==> config.mk <==
export PLATFORM = sky130hd
export DESIGN_NAME = settings_record_checksum_validator
export DESIGN_NICKNAME = d
export VERILOG_FILES = /design/src/rtl/scv_pkg.sv /design/src/rtl/settings_record_checksum_validator.sv /design/src/rtl/scv_apb_regs.sv /design/src/rtl/scv_accum.sv /design/src/rtl/scv_out_reg.sv
export SDC_FILE = /design/constraint.sdc
export NUM_CORES = 1
export LEC_CHECK = 0
export ABC_AREA = 1
export BUFFER_PORTS_ARGS = -buffer_cell sky130_fd_sc_hd__buf_2
export CAP_MARGIN = 20
export CORE_ASPECT_RATIO = 1.5
export CORE_MARGIN = 10
export CORE_UTILIZATION = 60
export DETAILED_ROUTE_END_ITERATION = 16
export HOLD_SLACK_MARGIN = 0.15
export PLACE_DENSITY = 0.84
export SLEW_MARGIN = 20
export SYNTH_ARGS = -nofsm -noshare
export SYNTH_HDL_FRONTEND = slang
export SYNTH_SLANG_ARGS = --single-unit
==> constraint.sdc <==
create_clock -name clk -period 13.1 [get_ports clk]
set_input_delay 1.965 -clock clk [delete_from_list [all_inputs] [get_ports clk]]
set_output_delay 1.965 -clock clk [all_outputs]
set_load 0.05 [all_outputs]
==> src/rtl/scv_pkg.sv <==
`timescale 1ns / 1ps

package scv_pkg;

  // Record geometry
  localparam int unsigned MaxRecordBytes = 512;
  localparam int unsigned MinRecordBytes = 4;
  localparam int unsigned LenWidth       = 10;
  localparam int unsigned WordWidth      = 16;

  localparam logic [LenWidth-1:0] RecordLengthReset = LenWidth'(512);

  // Byte positions with a role of their own
  localparam logic [LenWidth-1:0] PosLengthLo = LenWidth'(0);
  localparam logic [LenWidth-1:0] PosLengthHi = LenWidth'(1);
  localparam logic [LenWidth-1:0] PosSumLo    = LenWidth'(2);
  localparam logic [LenWidth-1:0] PosSumHi    = LenWidth'(3);

  // Register map (register index taken from paddr[2])
  localparam int unsigned PaddrWidth = 3;
  localparam logic RegRecordLength = 1'b0;

  // One finished record result
  typedef struct packed {
    logic [WordWidth-1:0] computed_sum;
    logic [WordWidth-1:0] stored_sum;
    logic                 length_matches;
    logic                 sum_matches;
    logic                 record_valid;
  } result_t;

  // Handshake between accumulator and result register
  typedef struct packed {
    logic out_free;  // result register can load this cycle
  } out_ctl_t;

  typedef struct packed {
    logic take;      // staged byte consumed
    logic load;      // result produced
  } acc_ctl_t;

  // (a + b) mod 255 with a < 255 and b <= 255
  function automatic logic [7:0] mod255_add(input logic [7:0] a, input logic [7:0] b);
    logic [8:0] s;
    s = {1'b0, a} + {1'b0, b};
    if (s >= 9'd255) begin
      s = s - 9'd255;
    end
    return s[7:0];
  endfunction

  // Register value clamped to the supported record length range
  function automatic logic [WordWidth-1:0] effective_length(input logic [LenWidth-1:0] len);
    logic [WordWidth-1:0] l;
    l = {{(WordWidth-LenWidth){1'b0}}, len};
    if (l < WordWidth'(MinRecordBytes)) begin
      l = WordWidth'(MinRecordBytes);
    end
    if (l > WordWidth'(MaxRecordBytes)) begin
      l = WordWidth'(MaxRecordBytes);
    end
    return l;
  endfunction

endpackage

==> src/rtl/settings_record_checksum_validator.sv <==
`timescale 1ns / 1ps
// Channel  | Handshake                  | Payload
// ---------+----------------------------+---------------------------------------------
// input    | in_valid / in_stall        | data_byte
// output   | out_valid / out_stall      | computed_sum, stored_sum, length_matches,
//          |                            | sum_matches, record_valid
// config   | psel/penable/pwrite/pready | paddr, pwdata, prdata (record_length at 0x0)
//
// One byte per cycle while the input is not held; a byte passes an input register,
// then the mod-255 accumulators, and a record result is registered in the result register.
// Synchronous active-high reset clears record state, both valids, and sets
// record_length to 512.
// An input transfer is held only when the staged byte closes a record and the
// result register is still occupied and stalled.

module settings_record_checksum_validator
  import scv_pkg::*;
(
  input  logic                  clk,
  input  logic                  rst,
  input  logic                  psel,
  input  logic                  penable,
  input  logic                  pwrite,
  input  logic [PaddrWidth-1:0] paddr,
  input  logic [31:0]           pwdata,
  output logic [31:0]           prdata,
  output logic                  pready,
  input  logic                  in_valid,
  output logic                  in_stall,
  input  logic [7:0]            data_byte,
  output logic                  out_valid,
  input  logic                  out_stall,
  output logic [15:0]           computed_sum,
  output logic [15:0]           stored_sum,
  output logic                  length_matches,
  output logic                  sum_matches,
  output logic                  record_valid
);

  logic [LenWidth-1:0] record_length;
  logic                stage_valid;
  logic [7:0]          stage_byte;
  acc_ctl_t            acc_ctl;
  out_ctl_t            out_ctl;
  result_t             result;
  result_t             out_data;

  scv_apb_regs u_regs (
    .clk           (clk),
    .rst           (rst),
    .psel          (psel),
    .penable       (penable),
    .pwrite        (pwrite),
    .paddr         (paddr),
    .pwdata        (pwdata),
    .prdata        (prdata),
    .pready        (pready),
    .record_length (record_length)
  );

  // Input register
  assign in_stall = stage_valid && !acc_ctl.take;

  always_ff @(posedge clk) begin
    if (rst) begin
      stage_valid <= 1'b0;
    end else if (!in_stall) begin
      stage_valid <= in_valid;
    end
  end

  always_ff @(posedge clk) begin
    if (in_valid && !in_stall) begin
      stage_byte <= data_byte;
    end
  end

  scv_accum u_accum (
    .clk           (clk),
    .rst           (rst),
    .record_length (record_length),
    .item_valid    (stage_valid),
    .item_byte     (stage_byte),
    .out_ctl       (out_ctl),
    .acc_ctl       (acc_ctl),
    .result        (result)
  );

  scv_out_reg u_out (
    .clk       (clk),
    .rst       (rst),
    .load      (acc_ctl.load),
    .result    (result),
    .out_stall (out_stall),
    .out_ctl   (out_ctl),
    .out_valid (out_valid),
    .out_data  (out_data)
  );

  assign computed_sum   = out_data.computed_sum;
  assign stored_sum     = out_data.stored_sum;
  assign length_matches = out_data.length_matches;
  assign sum_matches    = out_data.sum_matches;
  assign record_valid   = out_data.record_valid;

  a_stall_needs_byte: assert property (@(posedge clk) disable iff (rst)
    in_stall |-> stage_valid && out_valid && out_stall)
    else $error("input stalled without a blocked closing byte");

endmodule

==> src/rtl/scv_apb_regs.sv <==
`timescale 1ns / 1ps

module scv_apb_regs
  import scv_pkg::*;
(
  input  logic                  clk,
  input  logic                  rst,
  input  logic                  psel,
  input  logic                  penable,
  input  logic                  pwrite,
  input  logic [PaddrWidth-1:0] paddr,
  input  logic [31:0]           pwdata,
  output logic [31:0]           prdata,
  output logic                  pready,
  output logic [LenWidth-1:0]   record_length
);

  logic wr_en;

  assign pready = 1'b1;
  assign wr_en  = psel && penable && pwrite;

  // Register write; addresses past the map are dropped
  always_ff @(posedge clk) begin
    if (rst) begin
      record_length <= RecordLengthReset;
    end else if (wr_en && (paddr[2] == RegRecordLength)) begin
      record_length <= pwdata[LenWidth-1:0];
    end
  end

  // Read mux
  always_comb begin
    prdata = '0;
    if (paddr[2] == RegRecordLength) begin
      prdata = {{(32-LenWidth){1'b0}}, record_length};
    end
  end

endmodule

==> src/rtl/scv_accum.sv <==
`timescale 1ns / 1ps

module scv_accum
  import scv_pkg::*;
(
  input  logic                clk,
  input  logic                rst,
  input  logic [LenWidth-1:0] record_length,
  input  logic                item_valid,
  input  logic [7:0]          item_byte,
  input  out_ctl_t            out_ctl,
  output acc_ctl_t            acc_ctl,
  output result_t             result
);

  logic [LenWidth-1:0]  byte_position;
  logic [7:0]           simple_sum;
  logic [7:0]           running_sum;
  logic [WordWidth-1:0] length_word;
  logic [WordWidth-1:0] captured_sum;

  logic [WordWidth-1:0] length_word_next;
  logic [WordWidth-1:0] captured_sum_next;
  logic [7:0]           simple_sum_next;
  logic [7:0]           running_sum_next;
  logic [7:0]           term;
  logic [WordWidth-1:0] eff_len;
  logic                 last;
  logic                 length_ok;
  logic                 sum_ok;

  assign eff_len = effective_length(record_length);
  assign last    = ({{(WordWidth-LenWidth){1'b0}}, byte_position} + WordWidth'(1)) >= eff_len;

  // Header capture; checksum bytes count as zero
  always_comb begin
    length_word_next  = length_word;
    captured_sum_next = captured_sum;
    term              = item_byte;
    unique case (byte_position)
      PosLengthLo: length_word_next[7:0]   = item_byte;
      PosLengthHi: length_word_next[15:8]  = item_byte;
      PosSumLo: begin
        captured_sum_next[7:0] = item_byte;
        term                   = 8'd0;
      end
      PosSumHi: begin
        captured_sum_next[15:8] = item_byte;
        term                    = 8'd0;
      end
      default: ;
    endcase
  end

  // Fletcher-16 sums, both mod 255
  assign simple_sum_next  = mod255_add(simple_sum, term);
  assign running_sum_next = mod255_add(running_sum, simple_sum_next);

  // A closing byte needs a free result slot
  assign acc_ctl.take = item_valid && (!last || out_ctl.out_free);
  assign acc_ctl.load = item_valid && last && out_ctl.out_free;

  // Result fields
  assign length_ok             = (length_word_next == eff_len);
  assign sum_ok                = ({running_sum_next, simple_sum_next} == captured_sum_next);
  assign result.computed_sum   = {running_sum_next, simple_sum_next};
  assign result.stored_sum     = captured_sum_next;
  assign result.length_matches = length_ok;
  assign result.sum_matches    = sum_ok;
  assign result.record_valid   = length_ok && sum_ok;

  // Record state; cleared after the closing byte
  always_ff @(posedge clk) begin
    if (rst) begin
      byte_position <= '0;
      simple_sum    <= '0;
      running_sum   <= '0;
      length_word   <= '0;
      captured_sum  <= '0;
    end else if (acc_ctl.take) begin
      if (last) begin
        byte_position <= '0;
        simple_sum    <= '0;
        running_sum   <= '0;
        length_word   <= '0;
        captured_sum  <= '0;
      end else begin
        byte_position <= byte_position + LenWidth'(1);
        simple_sum    <= simple_sum_next;
        running_sum   <= running_sum_next;
        length_word   <= length_word_next;
        captured_sum  <= captured_sum_next;
      end
    end
  end

  a_restart: assert property (@(posedge clk) disable iff (rst)
    acc_ctl.load |=> (byte_position == '0) && (simple_sum == '0) && (running_sum == '0))
    else $error("record state not cleared after closing byte");

  a_sums_reduced: assert property (@(posedge clk) disable iff (rst)
    (simple_sum != 8'hFF) && (running_sum != 8'hFF))
    else $error("running sums left unreduced");

endmodule

==> src/rtl/scv_out_reg.sv <==
`timescale 1ns / 1ps

module scv_out_reg
  import scv_pkg::*;
(
  input  logic     clk,
  input  logic     rst,
  input  logic     load,
  input  result_t  result,
  input  logic     out_stall,
  output out_ctl_t out_ctl,
  output logic     out_valid,
  output result_t  out_data
);

  assign out_ctl.out_free = !out_valid || !out_stall;

  // Result holding register
  always_ff @(posedge clk) begin
    if (rst) begin
      out_valid <= 1'b0;
    end else if (out_ctl.out_free) begin
      out_valid <= load;
    end
  end

  always_ff @(posedge clk) begin
    if (load && out_ctl.out_free) begin
      out_data <= result;
    end
  end

  a_no_overwrite: assert property (@(posedge clk) disable iff (rst)
    load |-> out_ctl.out_free)
    else $error("result loaded over a pending transfer");

endmodule

==> results_tabular.tex, run 1 <==
\begin{tabular}{lr}
\hline
Metric & Value \\
\hline
\multicolumn{2}{l}{\textbf{Layout}} \\
Layout area overhead & 14.2\% \\
Fraction of layout cells with a size suffix above 1 & 0.170 \\
Leading cell type in the layout, fill and taps excluded & sky130\_fd\_sc\_hd\_\_nand2\_1 \\
Most used cells in the layout excluding fill and tap cells & 234 x sky130\_fd\_sc\_hd\_\_nand2\_1, 114 x sky130\_fd\_sc\_hd\_\_inv\_1, 96 x sky130\_fd\_sc\_hd\_\_nand3\_1, 83 x sky130\_fd\_sc\_hd\_\_a21oi\_1, 72 x sky130\_fd\_sc\_hd\_\_buf\_2 \\
Net count, final & approximately 1100 \\
Diode count & 0 \\
\multicolumn{2}{l}{\textbf{Floorplanning}} \\
Initial Util & 0.614 \\
Number of rows in the core area & 48 \\
Chip Width & 109 um \\
Number of I/O pins & 120 \\
Die Span Y & 153 um \\
Die area & 16700 um2 \\
Placeable Area & 11600 um2 \\
\multicolumn{2}{l}{\textbf{Run}} \\
Number of max-cap violations & 0 \\
\multicolumn{2}{l}{\textbf{Yosys}} \\
Post-synthesis instance total & 950 \\
Post-synthesis sequential element count & 113 \\
Sequential area share after synthesis & 0.378 \\
Distinct cells, synth & 50 \\
Cell types with the largest area share after synthesis & sky130\_fd\_sc\_hd\_\_dfxtp\_1 20\%, sky130\_fd\_sc\_hd\_\_edfxtp\_1 18\%, sky130\_fd\_sc\_hd\_\_nand2\_1 12\% \\
Summed instance area of the synthesized netlist & 7120 um2 \\
Mean post-synth cell area & between 7 and 8 um2 \\
Number of warnings reported in the yosys synthesis log & 0 \\
Fraction of post-synthesis cell area in the top cell type by area & 0.197 \\
Cell type with the largest total area after synthesis & sky130\_fd\_sc\_hd\_\_dfxtp\_1 \\
\multicolumn{2}{l}{\textbf{Detailed routing}} \\
Final routed DRC violation total & 0 \\
Avg Vias per Cell & 5.54 \\
Routed wire per std cell & roughly 16 um \\
1st-iter DRT viols & 482 \\
Final routed wirelength across all metal layers & approximately 18000 um \\
Number of iterations in the first detailed-routing pass & 5 \\
Routed via count & roughly 6500 \\
Post-route ant nets & 0 \\
\multicolumn{2}{l}{\textbf{CTS}} \\
Clock root cell & sky130\_fd\_sc\_hd\_\_clkbuf\_16 \\
Clock tree from TritonCTS & done \\
Post-cts gate resize count & 0 \\
Clock slew at the register clock pins of the worst setup and hold paths & 0.05 ns \\
CTS Sinks & roughly 110 \\
Maximum level of the CTS H-tree & 4 \\
Maximum buffer depth of the clock tree & 2 \\
Clock insertion delay at the later pin of the skew report & 0.43 ns \\
Number of buffers inserted during clock tree synthesis & 17 \\
Buffer count from post-CTS setup fixing & 0 \\
Post-CTS Hold Buffers & 0 \\
\multicolumn{2}{l}{\textbf{Global routing}} \\
Met1 Usage GRT & 0.217 \\
Global routing met3 resource utilization & 0.0497 \\
Overflow after GRT & 0 \\
Gr busiest metal & met2 \\
GR Layer Usage met2 & 0.398 \\
Largest net degree at the start of global routing & 63 \\
Wire length of the first global-routing pass & 29900 um \\
Total GRT Usage & 0.224 \\
Number of global-route vias before repair & 6425 \\
Number of antenna violations at the first check in global routing & 0 \\
\multicolumn{2}{l}{\textbf{Pwr}} \\
Total power density per cell area & between 100 and 150 nW/um2 \\
Pwr Total & between 1000 and 1500 uW \\
Sw Ratio & 0.322 \\
Pleak & 0.00370 uW \\
Switch Pwr & 389 uW \\
Maximum resistive drop on vdd & roughly 92 uV \\
Internal power & 818 uW \\
Combinational cell fraction of total power & 0.262 \\
Clock power frac & 0.415 \\
Power share of the sequential group & 0.323 \\
\multicolumn{2}{l}{\textbf{Status}} \\
Run status & finished, final reports clean \\
\multicolumn{2}{l}{\textbf{STA}} \\
Final setup violation count & 0 \\
Worst path setup slack after routing & 6.75 ns \\
Count of pins over their slew limit & 0 \\
Tcrit/Tclk final & 0.484 \\
Final count of hold timing violations & 0 \\
Post-Route Skew & 0.00476 ns \\
RSZ-0062 raised after global routing & no \\
Slew of the pin with the lowest slew margin & 0.700 ns \\
Post-route setup TNS & 0 ns \\
Min Clock Period, post-route & 6.35 ns \\
Achievable frequency & 158 MHz \\
Relative slew slack & 0.533 \\
\multicolumn{2}{l}{\textbf{Critical path}} \\
CP Data Required Time & 13.37 ns \\
Peak fanout along the critical path & 17 \\
Endpoint kind of the worst setup timing path & flop \\
Delay of the slowest critical-path stage & 0.48 ns \\
Arrival time reported for the critical path endpoint & roughly 6.6 ns \\
Type of the worst setup path & flop to flop \\
Critical Path Source Type & flop \\
Slowest stage cell, crit path & sky130\_fd\_sc\_hd\_\_fa\_1 \\
\multicolumn{2}{l}{\textbf{Placed design}} \\
DP Wirelength & 12800 um \\
Placer's final routability congestion estimate & around 0.93 \\
Place WS & slightly below 7 ns \\
Port bufs & 72 \\
\multicolumn{2}{l}{\textbf{Hold path}} \\
Path category of the worst min-delay check & flop to flop \\
\hline
\end{tabular}
metal layers:
| metal | vias up | wire (um) |
|---|---|---|
| met5 | - | 0 |
| li1 | 3191 | - |
| met3 | 80 | 1230 |
| met2 | 263 | 9490 |
| met1 | 2977 | 6430 |
| met4 | 0 | 1240 |
power by group through the flow:
stage / Clock, uW / Sequential (uW) / Combinational, uW
final: 500 / 390 / 316
after global routing: 517 / 391 / 350
after CTS: 501 / 390 / 310
after detailed placement: 0 / 397 / 303
after global placement: 0 / 396 / 296
after floorplan: 0 / 398 / 246
kinds of logic after synthesis:
family | count (synthesis) | synth area share
flops | 113 | 0.378
simple gates | 460 | 0.312
fa+ha+maj | 36 | 0.0654
buf+inv | 179 | 0.111
other cells | 2 | 0.00106
xor+xnor | 18 | 0.0222
compound gates | 142 | 0.110
area by class of cell:
cell class	instances	area, um2
inverters	125	469
clock buffers	20	447
multi-input cells	679	3720
flip-flops and latches	113	2690
clock inverters	12	188
repair buffers	77	418
well taps	150	188
fillers	932	3460
registers in the layout, summed over array words and instances (netlist names):
| name | cells |
|---|---|
| u_accum.running_sum | 8 |
| stage_byte | 8 |
| stage_valid | 1 |
| u_accum.captured_sum | 16 |
| u_regs.record_length | 10 |
| u_accum.byte_position | 10 |
| u_out.out_data | 35 |
| u_accum.simple_sum | 8 |
| u_out.out_valid | 1 |
| u_accum.length_word | 16 |
metrics by stage:
stage | hold slack (ns) | instances | area (um2) | util
after floorplan | 0.458 | 971 | 7190 | -
after global placement | 0.466 | 1143 | 7460 | 0.644
after detailed placement | 0.472 | 1143 | 7460 | 0.644
after CTS | 0.479 | 1175 | 8100 | 0.699
after global routing | 0.502 | 1176 | 8130 | 0.701
final | 0.478 | 1176 | 8130 | 0.701
worst max-delay path, delay by kind of cell, from the launching register on:
kind,cells,cell delay (ns)
adders and majority gates,7,2.08
DFF,1,0.44
buffers and inverters,7,0.49
and+or+nand+nor,22,3.13
cells in the mapped netlist (all sizes together):
cell type  instances
nor2              58
conb               2
or2                6
a211oi             1
clkinv             1
nand3            111
nand2            252
a21oi             88
edfxtp            43
a22o               1
a31oi              1
inv              124
and3               1
clkbuf            15
buf               39
o22ai              1
o211ai             3
fa                 2
nand3b             8
xnor2              6
o21bai             2
nor3               8
xor2              12
o21ai             45
nor4               1
nand4             15
ha                34
dfxtp             70
path summary, 6_finish.rpt:
path                       startpoint                       to  slack [ns]  depth (start not counted)
max          u_accum.byte_position[0]        u_out.out_data[0]        6.75                         36
min           u_accum.length_word[10]  u_accum.length_word[10]        0.48                          2
max reg2reg  u_accum.byte_position[0]        u_out.out_data[0]        6.75                         36
min reg2reg   u_accum.length_word[10]  u_accum.length_word[10]        0.48                          2
No activity file was read; power rests on OpenSTA's default activity.
==> run 2: changes to the inputs <==
--- a/config.mk
+++ b/config.mk
@@ -10,10 +10,10 @@
 export CAP_MARGIN = 20
 export CORE_ASPECT_RATIO = 1.5
 export CORE_MARGIN = 10
-export CORE_UTILIZATION = 60
+export CORE_UTILIZATION = 52
 export DETAILED_ROUTE_END_ITERATION = 16
 export HOLD_SLACK_MARGIN = 0.15
-export PLACE_DENSITY = 0.84
+export PLACE_DENSITY = 0.78
 export SLEW_MARGIN = 20
 export SYNTH_ARGS = -nofsm -noshare
 export SYNTH_HDL_FRONTEND = slang
==> constraint.sdc (replaced) <==
create_clock -name clk -period 5.2 [get_ports clk]
set_input_delay 0.78 -clock clk [delete_from_list [all_inputs] [get_ports clk]]
set_output_delay 0.78 -clock clk [all_outputs]
set_load 0.05 [all_outputs]
==> results_tabular.tex, run 2 (synthesis gave the netlist of run 1 again) <==
\begin{tabular}{lr}
\hline
Metric & Value \\
\hline
\multicolumn{2}{l}{\textbf{Status}} \\
Run status & finished with violations \\
Violated checks & setup timing \\
\multicolumn{2}{l}{\textbf{Critical path}} \\
CP Data Required Time & 5.45 ns (-7.92 ns) \\
Arrival time reported for the critical path endpoint & 5.60 ns (-1.02 ns) \\
Slowest stage cell, crit path & sky130\_fd\_sc\_hd\_\_fa\_1 \\
Dominant delay contributor by cell family on the critical path & simple AND/OR/NAND/NOR gates \\
Type of the worst setup path & flop to flop \\
Reg-to-reg critical path startpoint & u\_accum.byte\_position[9] \\
Endpoint kind of the worst setup timing path & flop \\
Critical Path Source Type & flop \\
Cell seen most often among critical-path stages & sky130\_fd\_sc\_hd\_\_nand2\_1 \\
Buffer and inverter count on the worst path & 7 (unchanged) \\
Source of the critical timing path & u\_accum.byte\_position[9] \\
Peak fanout along the critical path & 6 (-11) \\
Delay of the slowest critical-path stage & 0.44 ns (-0.04 ns) \\
\multicolumn{2}{l}{\textbf{CTS}} \\
Clock insertion delay at the later pin of the skew report & 0.41 ns (-0.02 ns) \\
Clock tree from TritonCTS & done \\
Maximum level of the CTS H-tree & 4 (unchanged) \\
Post-CTS Hold Buffers & 0 (unchanged) \\
Clock root cell & sky130\_fd\_sc\_hd\_\_clkbuf\_16 \\
Maximum buffer depth of the clock tree & 2 (unchanged) \\
CTS Sinks & 113 (unchanged) \\
Clock slew at the register clock pins of the worst setup and hold paths & 0.05 ns (about the same) \\
Number of buffers inserted during clock tree synthesis & 17 (unchanged) \\
\multicolumn{2}{l}{\textbf{Pwr}} \\
Pwr Total & 3360 uW (+180\%) \\
Total power density per cell area & 372 nW/um2 (+150\%) \\
Pleak & 0.00415 uW (+12\%) \\
Maximum resistive drop on vdd & 208 uV (+130\%) \\
\multicolumn{2}{l}{\textbf{Global routing}} \\
Overflow after GRT & 0 (unchanged) \\
Wire length of the first global-routing pass & 30400 um (+1.8\%) \\
Largest net degree at the start of global routing & 62 (-1.6\%) \\
Number of global-route vias before repair & 6499 (+1.2\%) \\
Total GRT Usage & 0.201 (-0.0226) \\
Number of antenna violations at the first check in global routing & 0 (unchanged) \\
\multicolumn{2}{l}{\textbf{Layout}} \\
Sequential Area & 2700 um2 (about the same) \\
Layout area overhead & 26.7\% \\
Diode count & 0 (unchanged) \\
Most used cells in the layout excluding fill and tap cells & 213 x sky130\_fd\_sc\_hd\_\_nand2\_1, 105 x sky130\_fd\_sc\_hd\_\_inv\_1, 93 x sky130\_fd\_sc\_hd\_\_nand3\_1, 82 x sky130\_fd\_sc\_hd\_\_a21oi\_1, 81 x sky130\_fd\_sc\_hd\_\_buf\_4 \\
Max FFs per register & 35 (unchanged) \\
Biggest register & u\_out.out\_data \\
Multi-input gate area & 4010 um2 (+7.6\%) \\
Filler Cell Count & 1083 (+16\%) \\
Largest regs & u\_out.out\_data x35, u\_accum.captured\_sum x16, u\_accum.length\_word x16 \\
Fraction of layout cells with a size suffix above 1 & 0.273 (+0.104) \\
Net count, final & 1178 (+7.2\%) \\
Leading cell type in the layout, fill and taps excluded & sky130\_fd\_sc\_hd\_\_nand2\_1 \\
\multicolumn{2}{l}{\textbf{Placed design}} \\
Placer's final routability congestion estimate & 0.902 (-2.9\%) \\
DP Wirelength & 13600 um (+6.1\%) \\
Port bufs & 72 (unchanged) \\
\multicolumn{2}{l}{\textbf{Floorplanning}} \\
Number of rows in the core area & 52 (+8.3\%) \\
Die area & 18900 um2 (+13\%) \\
Placeable Area & 13500 um2 (+16\%) \\
Die Span Y & 163 um (+6.4\%) \\
Initial Util & 0.528 (-0.0855) \\
Chip Width & 116 um (+6.1\%) \\
Number of I/O pins & 120 (unchanged) \\
\multicolumn{2}{l}{\textbf{STA}} \\
Final count of hold timing violations & 0 (unchanged) \\
Post-Route Skew & 0.00417 ns (-0.000585 ns) \\
Count of pins over their slew limit & 0 (unchanged) \\
Relative slew slack & 0.310 (-0.223) \\
Final setup violation count & 2 (+2) \\
Tcrit/Tclk final & 1.03 (+0.544) \\
Worst path setup slack after routing & -0.148 ns (-6.90 ns) \\
Achievable frequency & 187 MHz (+19\%) \\
Min Clock Period, post-route & 5.35 ns (-0.998 ns) \\
Slew of the pin with the lowest slew margin & 1.03 ns (+0.333 ns) \\
Post-route setup TNS & -0.254 ns (-0.254 ns) \\
RSZ-0062 raised after global routing & yes \\
\multicolumn{2}{l}{\textbf{Hold path}} \\
Path category of the worst min-delay check & flop to flop \\
Hold Startpoint & u\_accum.length\_word[5] \\
\multicolumn{2}{l}{\textbf{Run}} \\
Number of max-cap violations & 0 (unchanged) \\
\multicolumn{2}{l}{\textbf{Detailed routing}} \\
Post-route ant nets & 0 (unchanged) \\
Avg Vias per Cell & 5.45 (-1.5\%) \\
Final routed wirelength across all metal layers & 20200 um (+9.6\%) \\
Routed via count & 6910 (+6.1\%) \\
1st-iter DRT viols & 487 (+1.0\%) \\
Final routed DRC violation total & 0 (unchanged) \\
Number of iterations in the first detailed-routing pass & 8 (+3) \\
Routed wire per std cell & 15.9 um (+1.7\%) \\
\hline
\end{tabular}
[run 2: cell types whose count changed in the layout (fill, tap and decap cells not counted), moves of 7 or more]
cell	before	now
sky130_fd_sc_hd__buf_4	4	81
sky130_fd_sc_hd__inv_1	114	105
sky130_fd_sc_hd__inv_2	10	18
sky130_fd_sc_hd__nand2_1	234	213
sky130_fd_sc_hd__nand2_2	17	31
sky130_fd_sc_hd__nand2_4	1	8
sky130_fd_sc_hd__nor2_4	1	9
[run 2: path summary, 6_finish.rpt]
kind / slack [ns] / cells past startpoint / end
min reg2reg: 0.48 / 2 / u_accum.length_word[5]
min: 0.48 / 2 / u_accum.length_word[5]
max reg2reg: -0.15 / 38 / u_out.out_data[0]
max: -0.15 / 38 / u_out.out_data[0]
[run 2: per-stage QoR]
| stage | area (um2) | worst slack (ns) | cells | util | hold slack, ns |
|---|---|---|---|---|---|
| 2_1_floorplan | 7260 | 0.00533 | 971 | - | 0.458 |
| 3_3_place_gp | 8010 | 0.0698 | 1218 | 0.595 | 0.466 |
| 3_5_place_dp | 8010 | -0.00473 | 1218 | 0.595 | 0.472 |
| 4_1_cts | 8650 | 0.00343 | 1251 | 0.643 | 0.480 |
| 5_1_grt | 9020 | -0.356 | 1267 | 0.670 | 0.500 |
| 6_report | 9020 | -0.148 | 1267 | 0.670 | 0.479 |
[run 2: repair_timing]
item / in CTS / in global routing
pin swaps: 2 / 38
buffers inserted: 0 / 15
resized for setup: 1 / 58
endpoints found under the setup margin: 2 / 16
cloned: 1 / 0
[run 2: layer usage]
layer / track usage / vias up / wire length [um]
met1: 0.202 / 3161 / 7300
met3: 0.0448 / 78 / 1340
met4: 0.108 / 0 / 988
li1: - / 3360 / -
met2: 0.373 / 311 / 10500
met5: 0 / - / 0
[run 2: area by class of cell]
class                      instances  area share
multi-input combinational        680       0.445
sequential                       113       0.299
timing repair buffer             155       0.112
inverter                         125      0.0523
clock buffer                      19      0.0491
tap                              162      0.0225
clock inverter                    13      0.0211
[run 2: worst reg2reg max path, delay by kind of cell, from the launching register on]
kind / cells / cell delay, ns
AND/OR/NAND/NOR: 27 / 3.07
adder cells (fa/ha/maj): 4 / 1.05
buffers and inverters: 7 / 0.75
flip-flops: 1 / 0.32
[run 2: power by group]
group | internal, uW | switching (uW) | total, uW | leakage (uW)
registers | 962 | 21.0 | 983 | 0.000961
logic | 422 | 688 | 1110 | 0.00288
clock network | 854 | 408 | 1260 | 0.000311
total | 2240 | 1120 | 3360 | 0.00415
==> run 3: changes to the inputs <==
--- a/config.mk
+++ b/config.mk
@@ -5,14 +5,12 @@
 export SDC_FILE = /design/constraint.sdc
 export NUM_CORES = 1
 export LEC_CHECK = 0
-export ABC_AREA = 1
 export BUFFER_PORTS_ARGS = -buffer_cell sky130_fd_sc_hd__buf_2
 export CAP_MARGIN = 20
 export CORE_ASPECT_RATIO = 1.5
 export CORE_MARGIN = 10
 export CORE_UTILIZATION = 52
 export DETAILED_ROUTE_END_ITERATION = 16
-export HOLD_SLACK_MARGIN = 0.15
 export PLACE_DENSITY = 0.78
 export SLEW_MARGIN = 20
 export SYNTH_ARGS = -nofsm -noshare
==> results_tabular.tex, run 3 <==
\begin{tabular}{lr}
\hline
Metric & Value \\
\hline
\multicolumn{2}{l}{\textbf{Yosys}} \\
Cell types with the largest area share after synthesis & sky130\_fd\_sc\_hd\_\_dfxtp\_1 20\%, sky130\_fd\_sc\_hd\_\_edfxtp\_1 18\%, sky130\_fd\_sc\_hd\_\_ha\_1 6.0\% \\
Top\_reg\_cell synth & sky130\_fd\_sc\_hd\_\_dfxtp\_1 \\
Post-synthesis sequential element count & 113 (unchanged) \\
Most common cell in the synthesized netlist & sky130\_fd\_sc\_hd\_\_dfxtp\_1 \\
Summed instance area of the synthesized netlist & 7090 um2 (-0.39\%) \\
Sequential area share after synthesis & 0.380 (+0.00147) \\
Number of warnings reported in the yosys synthesis log & 0 (unchanged) \\
Cell type with the largest total area after synthesis & sky130\_fd\_sc\_hd\_\_dfxtp\_1 \\
EDFF count, synth & 43 (unchanged) \\
Asr flop ratio synth & 0 (unchanged) \\
Leading post-synthesis cells by instance count & 70 x sky130\_fd\_sc\_hd\_\_dfxtp\_1, 57 x sky130\_fd\_sc\_hd\_\_nor2\_1, 49 x sky130\_fd\_sc\_hd\_\_nand2\_1 \\
Mean post-synth cell area & 9.48 um2 (+27\%) \\
Post-synthesis instance total & 748 (-21\%) \\
Distinct cells, synth & 88 (+76\%) \\
Fraction of post-synthesis cell area in the top cell type by area & 0.198 (+0.000765) \\
\multicolumn{2}{l}{\textbf{Critical path}} \\
Delay of the slowest critical-path stage & 0.47 ns (+0.03 ns) \\
Type of the worst setup path & flop to flop \\
Dominant delay contributor by cell family on the critical path & compound AO/OA/AOI/OAI gates \\
Reg-to-reg critical path startpoint & u\_accum.byte\_position[8] \\
CP Data Required Time & 5.44 ns (about the same) \\
Source of the critical timing path & u\_accum.byte\_position[8] \\
Number of cells on the critical path & 23 (-39\%) \\
Depth of the worst register-to-register path & 23 (-39\%) \\
Buffer and inverter count on the worst path & 4 (-3) \\
Cell seen most often among critical-path stages & sky130\_fd\_sc\_hd\_\_buf\_4 \\
Peak fanout along the critical path & 5 (-1) \\
Endpoint kind of the worst setup timing path & flop \\
Slowest stage cell, crit path & sky130\_fd\_sc\_hd\_\_a2111o\_1 \\
Crit path cell chain & nor4\_4, buf\_4, nand3\_4, and3\_4, ha\_4, buf\_4, a21o\_1, a21oi\_2, mux2i\_2, a31oi\_4, or3\_4, mux2\_4, ha\_4, a211o\_1, a2111o\_1, o311a\_4, buf\_4, buf\_6, nor4\_4, o32ai\_2, a211oi\_4, nand4b\_1, nor4\_2 \\
Arrival time reported for the critical path endpoint & 6.83 ns (+1.23 ns) \\
Critical Path Source Type & flop \\
\multicolumn{2}{l}{\textbf{Hold path}} \\
Worst hold path stage count & 2 (unchanged) \\
Path category of the worst min-delay check & flop to flop \\
Hold Startpoint & u\_regs.record\_length[0] \\
\multicolumn{2}{l}{\textbf{STA}} \\
Relative slew slack & 0.331 (+0.0210) \\
Count of pins over their slew limit & 0 (unchanged) \\
Final count of hold timing violations & 0 (unchanged) \\
Tcrit/Tclk final & 1.27 (+0.240) \\
Post-Route Skew & 0.00845 ns (+0.00428 ns) \\
Final setup violation count & 18 (+16) \\
Achievable frequency & 152 MHz (-19\%) \\
Post-route setup TNS & -13.94 ns (-13.69 ns) \\
Worst path setup slack after routing & -1.39 ns (-1.25 ns) \\
RSZ-0062 raised after global routing & yes \\
Slew of the pin with the lowest slew margin & 1.00 ns (-0.0322 ns) \\
Min Clock Period, post-route & 6.59 ns (+1.25 ns) \\
\multicolumn{2}{l}{\textbf{Floorplanning}} \\
Number of rows in the core area & 52 (unchanged) \\
Die area & 18800 um2 (-0.33\%) \\
Die Span Y & 163 um (-0.17\%) \\
Placeable Area & 13400 um2 (-0.48\%) \\
Number of I/O pins & 120 (unchanged) \\
Chip Width & 115 um (-0.16\%) \\
Initial Util & 0.529 (about the same) \\
\multicolumn{2}{l}{\textbf{Global routing}} \\
Largest net degree at the start of global routing & 73 (+18\%) \\
Total GRT Usage & 0.264 (+0.0623) \\
Overflow after GRT & 0 (unchanged) \\
Number of global-route vias before repair & 7577 (+17\%) \\
Number of antenna violations at the first check in global routing & 0 (unchanged) \\
Wire length of the first global-routing pass & 39200 um (+29\%) \\
\multicolumn{2}{l}{\textbf{CTS}} \\
CTS Sinks & 113 (unchanged) \\
Clock slew at the register clock pins of the worst setup and hold paths & 0.06 ns (about the same) \\
Maximum buffer depth of the clock tree & 2 (unchanged) \\
Clock tree from TritonCTS & done \\
Clock insertion delay at the later pin of the skew report & 0.43 ns (+0.02 ns) \\
Maximum level of the CTS H-tree & 4 (unchanged) \\
Clock root cell & sky130\_fd\_sc\_hd\_\_clkbuf\_16 \\
Number of buffers inserted during clock tree synthesis & 17 (unchanged) \\
\multicolumn{2}{l}{\textbf{Layout}} \\
Finished Layout Cells & 1176 (-7.2\%) \\
Utilization after layout & 0.774 (+0.104) \\
Fraction of layout cells with a size suffix above 1 & 0.437 (+0.164) \\
Diode count & 0 (unchanged) \\
Layout area overhead & 46.3\% \\
Leading cell type in the layout, fill and taps excluded & sky130\_fd\_sc\_hd\_\_buf\_4 \\
Biggest register & u\_out.out\_data \\
Finished layout cell area & 10400 um2 (+15\%) \\
Net count, final & 1087 (-7.7\%) \\
Filler Cell Count & 774 (-29\%) \\
Most used cells in the layout excluding fill and tap cells & 173 x sky130\_fd\_sc\_hd\_\_buf\_4, 73 x sky130\_fd\_sc\_hd\_\_buf\_2, 64 x sky130\_fd\_sc\_hd\_\_dfxtp\_1, 56 x sky130\_fd\_sc\_hd\_\_nor2\_1, 45 x sky130\_fd\_sc\_hd\_\_nand2\_1 \\
Max FFs per register & 35 (unchanged) \\
Largest regs & u\_out.out\_data x35, u\_accum.captured\_sum x16, u\_accum.length\_word x16 \\
\multicolumn{2}{l}{\textbf{Placed design}} \\
DP Wirelength & 15800 um (+17\%) \\
Placer's final routability congestion estimate & 0.949 (+5.2\%) \\
Placed Cells & 1101 (-9.6\%) \\
Port bufs & 72 (unchanged) \\
Placed cell areas & 8710 um2 (+8.7\%) \\
\multicolumn{2}{l}{\textbf{Detailed routing}} \\
Routed via count & 7631 (+10\%) \\
1st-iter DRT viols & 809 (+66\%) \\
Final routed wirelength across all metal layers & 28700 um (+43\%) \\
Avg Vias per Cell & 6.49 (+19\%) \\
Number of iterations in the first detailed-routing pass & 6 (-2) \\
Routed wire per std cell & 24.4 um (+54\%) \\
Final routed DRC violation total & 0 (unchanged) \\
Post-route ant nets & 0 (unchanged) \\
\multicolumn{2}{l}{\textbf{Run}} \\
Number of max-cap violations & 0 (unchanged) \\
\multicolumn{2}{l}{\textbf{Pwr}} \\
Pleak & 0.00450 uW (+8.3\%) \\
Total power density per cell area & 405 nW/um2 (+8.7\%) \\
Maximum resistive drop on vdd & 284 uV (+36\%) \\
\multicolumn{2}{l}{\textbf{Status}} \\
Violated checks & setup timing \\
Run status & finished with violations \\
\hline
\end{tabular}
==> run 3: cell types whose count changed after synthesis, sizes merged, moves of 20 or more <==
cell,change
nor2b,+20
and3,+20
nand2,-203
a21oi,-49
nand3,-89
a22oi,+35
inv,-102
nand2b,+21
==> run 3: path summary, 6_finish.rpt <==
check             slack (ns)                      end
setup / recovery       -1.39        u_out.out_data[1]
setup reg to reg       -1.39        u_out.out_data[1]
hold reg to reg         0.48  u_regs.record_length[0]
hold / removal          0.48  u_regs.record_length[0]
==> run 3: routing by layer <==
layer | track usage | vias to the layer above | routed length [um]
li1 | - | 3245 | -
met1 | 0.272 | 3609 | 9820
met2 | 0.460 | 577 | 14100
met3 | 0.0549 | 200 | 2480
met4 | 0.185 | 0 | 2350
met5 | 0 | - | 0
==> run 3: layout make-up <==
class                      count  area [um2]  area share
clock buffer                  18         439      0.0424
multi-input combinational    579        4840       0.467
clock inverter                14         204      0.0197
sequential                   113        2700       0.260
tap                          162         203      0.0195
inverter                      23        86.3     0.00833
timing repair buffer         267        1900       0.183
==> run 3: cell families (layout without fill, tap and decap cells) <==
logic type,count (synthesis),after routing,share of synthesized area
flip-flops,113,113,0.380
buffers and inverters,78,322,0.0565
AND/OR/NAND/NOR,267,268,0.210
multiplexers,32,32,0.0494
other,2,23,0.00106
adder cells (fa/ha/maj),36,36,0.0657
AO/OA/AOI/OAI,181,181,0.184
XOR/XNOR,39,39,0.0533
==> run 3: per-stage QoR <==
step                      setup WS, ns  hold WS, ns  power [uW]
after global routing             -1.46        0.508        4290
after global placement          -0.803        0.462        2240
after detailed placement        -0.878        0.468        2260
after floorplan                 -0.488        0.448        1720
final                            -1.39        0.481        4200
after CTS                       -0.517        0.480        3760
==> run 3: power by group <==
| group | internal, uW | switching (uW) | total, uW | leakage (uW) |
|---|---|---|---|---|
| Combinational | 888 | 1030 | 1910 | 0.00318 |
| Clock | 822 | 469 | 1290 | 0.000312 |
| Sequential | 962 | 30.0 | 992 | 0.00100 |
| Total | 2670 | 1520 | 4190 | 0.00450 |
==> run 3: worst register-to-register path, stage by stage, from the launching register on <==
cell and delay [ns]:
sky130_fd_sc_hd__dfxtp_2 0.34, sky130_fd_sc_hd__nor4_4 0.41, sky130_fd_sc_hd__buf_4 0.21, sky130_fd_sc_hd__nand3_4 0.10, sky130_fd_sc_hd__and3_4 0.22, sky130_fd_sc_hd__ha_4 0.16
sky130_fd_sc_hd__buf_4 0.12, sky130_fd_sc_hd__a21o_1 0.24, sky130_fd_sc_hd__a21oi_2 0.27, sky130_fd_sc_hd__mux2i_2 0.36, sky130_fd_sc_hd__a31oi_4 0.16, sky130_fd_sc_hd__or3_4 0.43
sky130_fd_sc_hd__mux2_4 0.36, sky130_fd_sc_hd__ha_4 0.25, sky130_fd_sc_hd__a211o_1 0.36, sky130_fd_sc_hd__a2111o_1 0.47, sky130_fd_sc_hd__o311a_4 0.15, sky130_fd_sc_hd__buf_4 0.14
sky130_fd_sc_hd__buf_6 0.13, sky130_fd_sc_hd__nor4_4 0.32, sky130_fd_sc_hd__o32ai_2 0.24, sky130_fd_sc_hd__a211oi_4 0.40, sky130_fd_sc_hd__nand4b_1 0.27, sky130_fd_sc_hd__nor4_2 0.31
==> run 3: repair_timing <==
| action | 4_1_cts | 5_1_grt |
|---|---|---|
| endpoints found under the setup margin | 18 | 18 |
| cloned | 1 | 0 |
| buffers inserted | 20 | 29 |
| pin swaps | 28 | 49 |
| hold buffers | 0 | 0 |
| endpoints found under the hold margin | 0 | 0 |
| gates resized for setup | 83 | 50 |
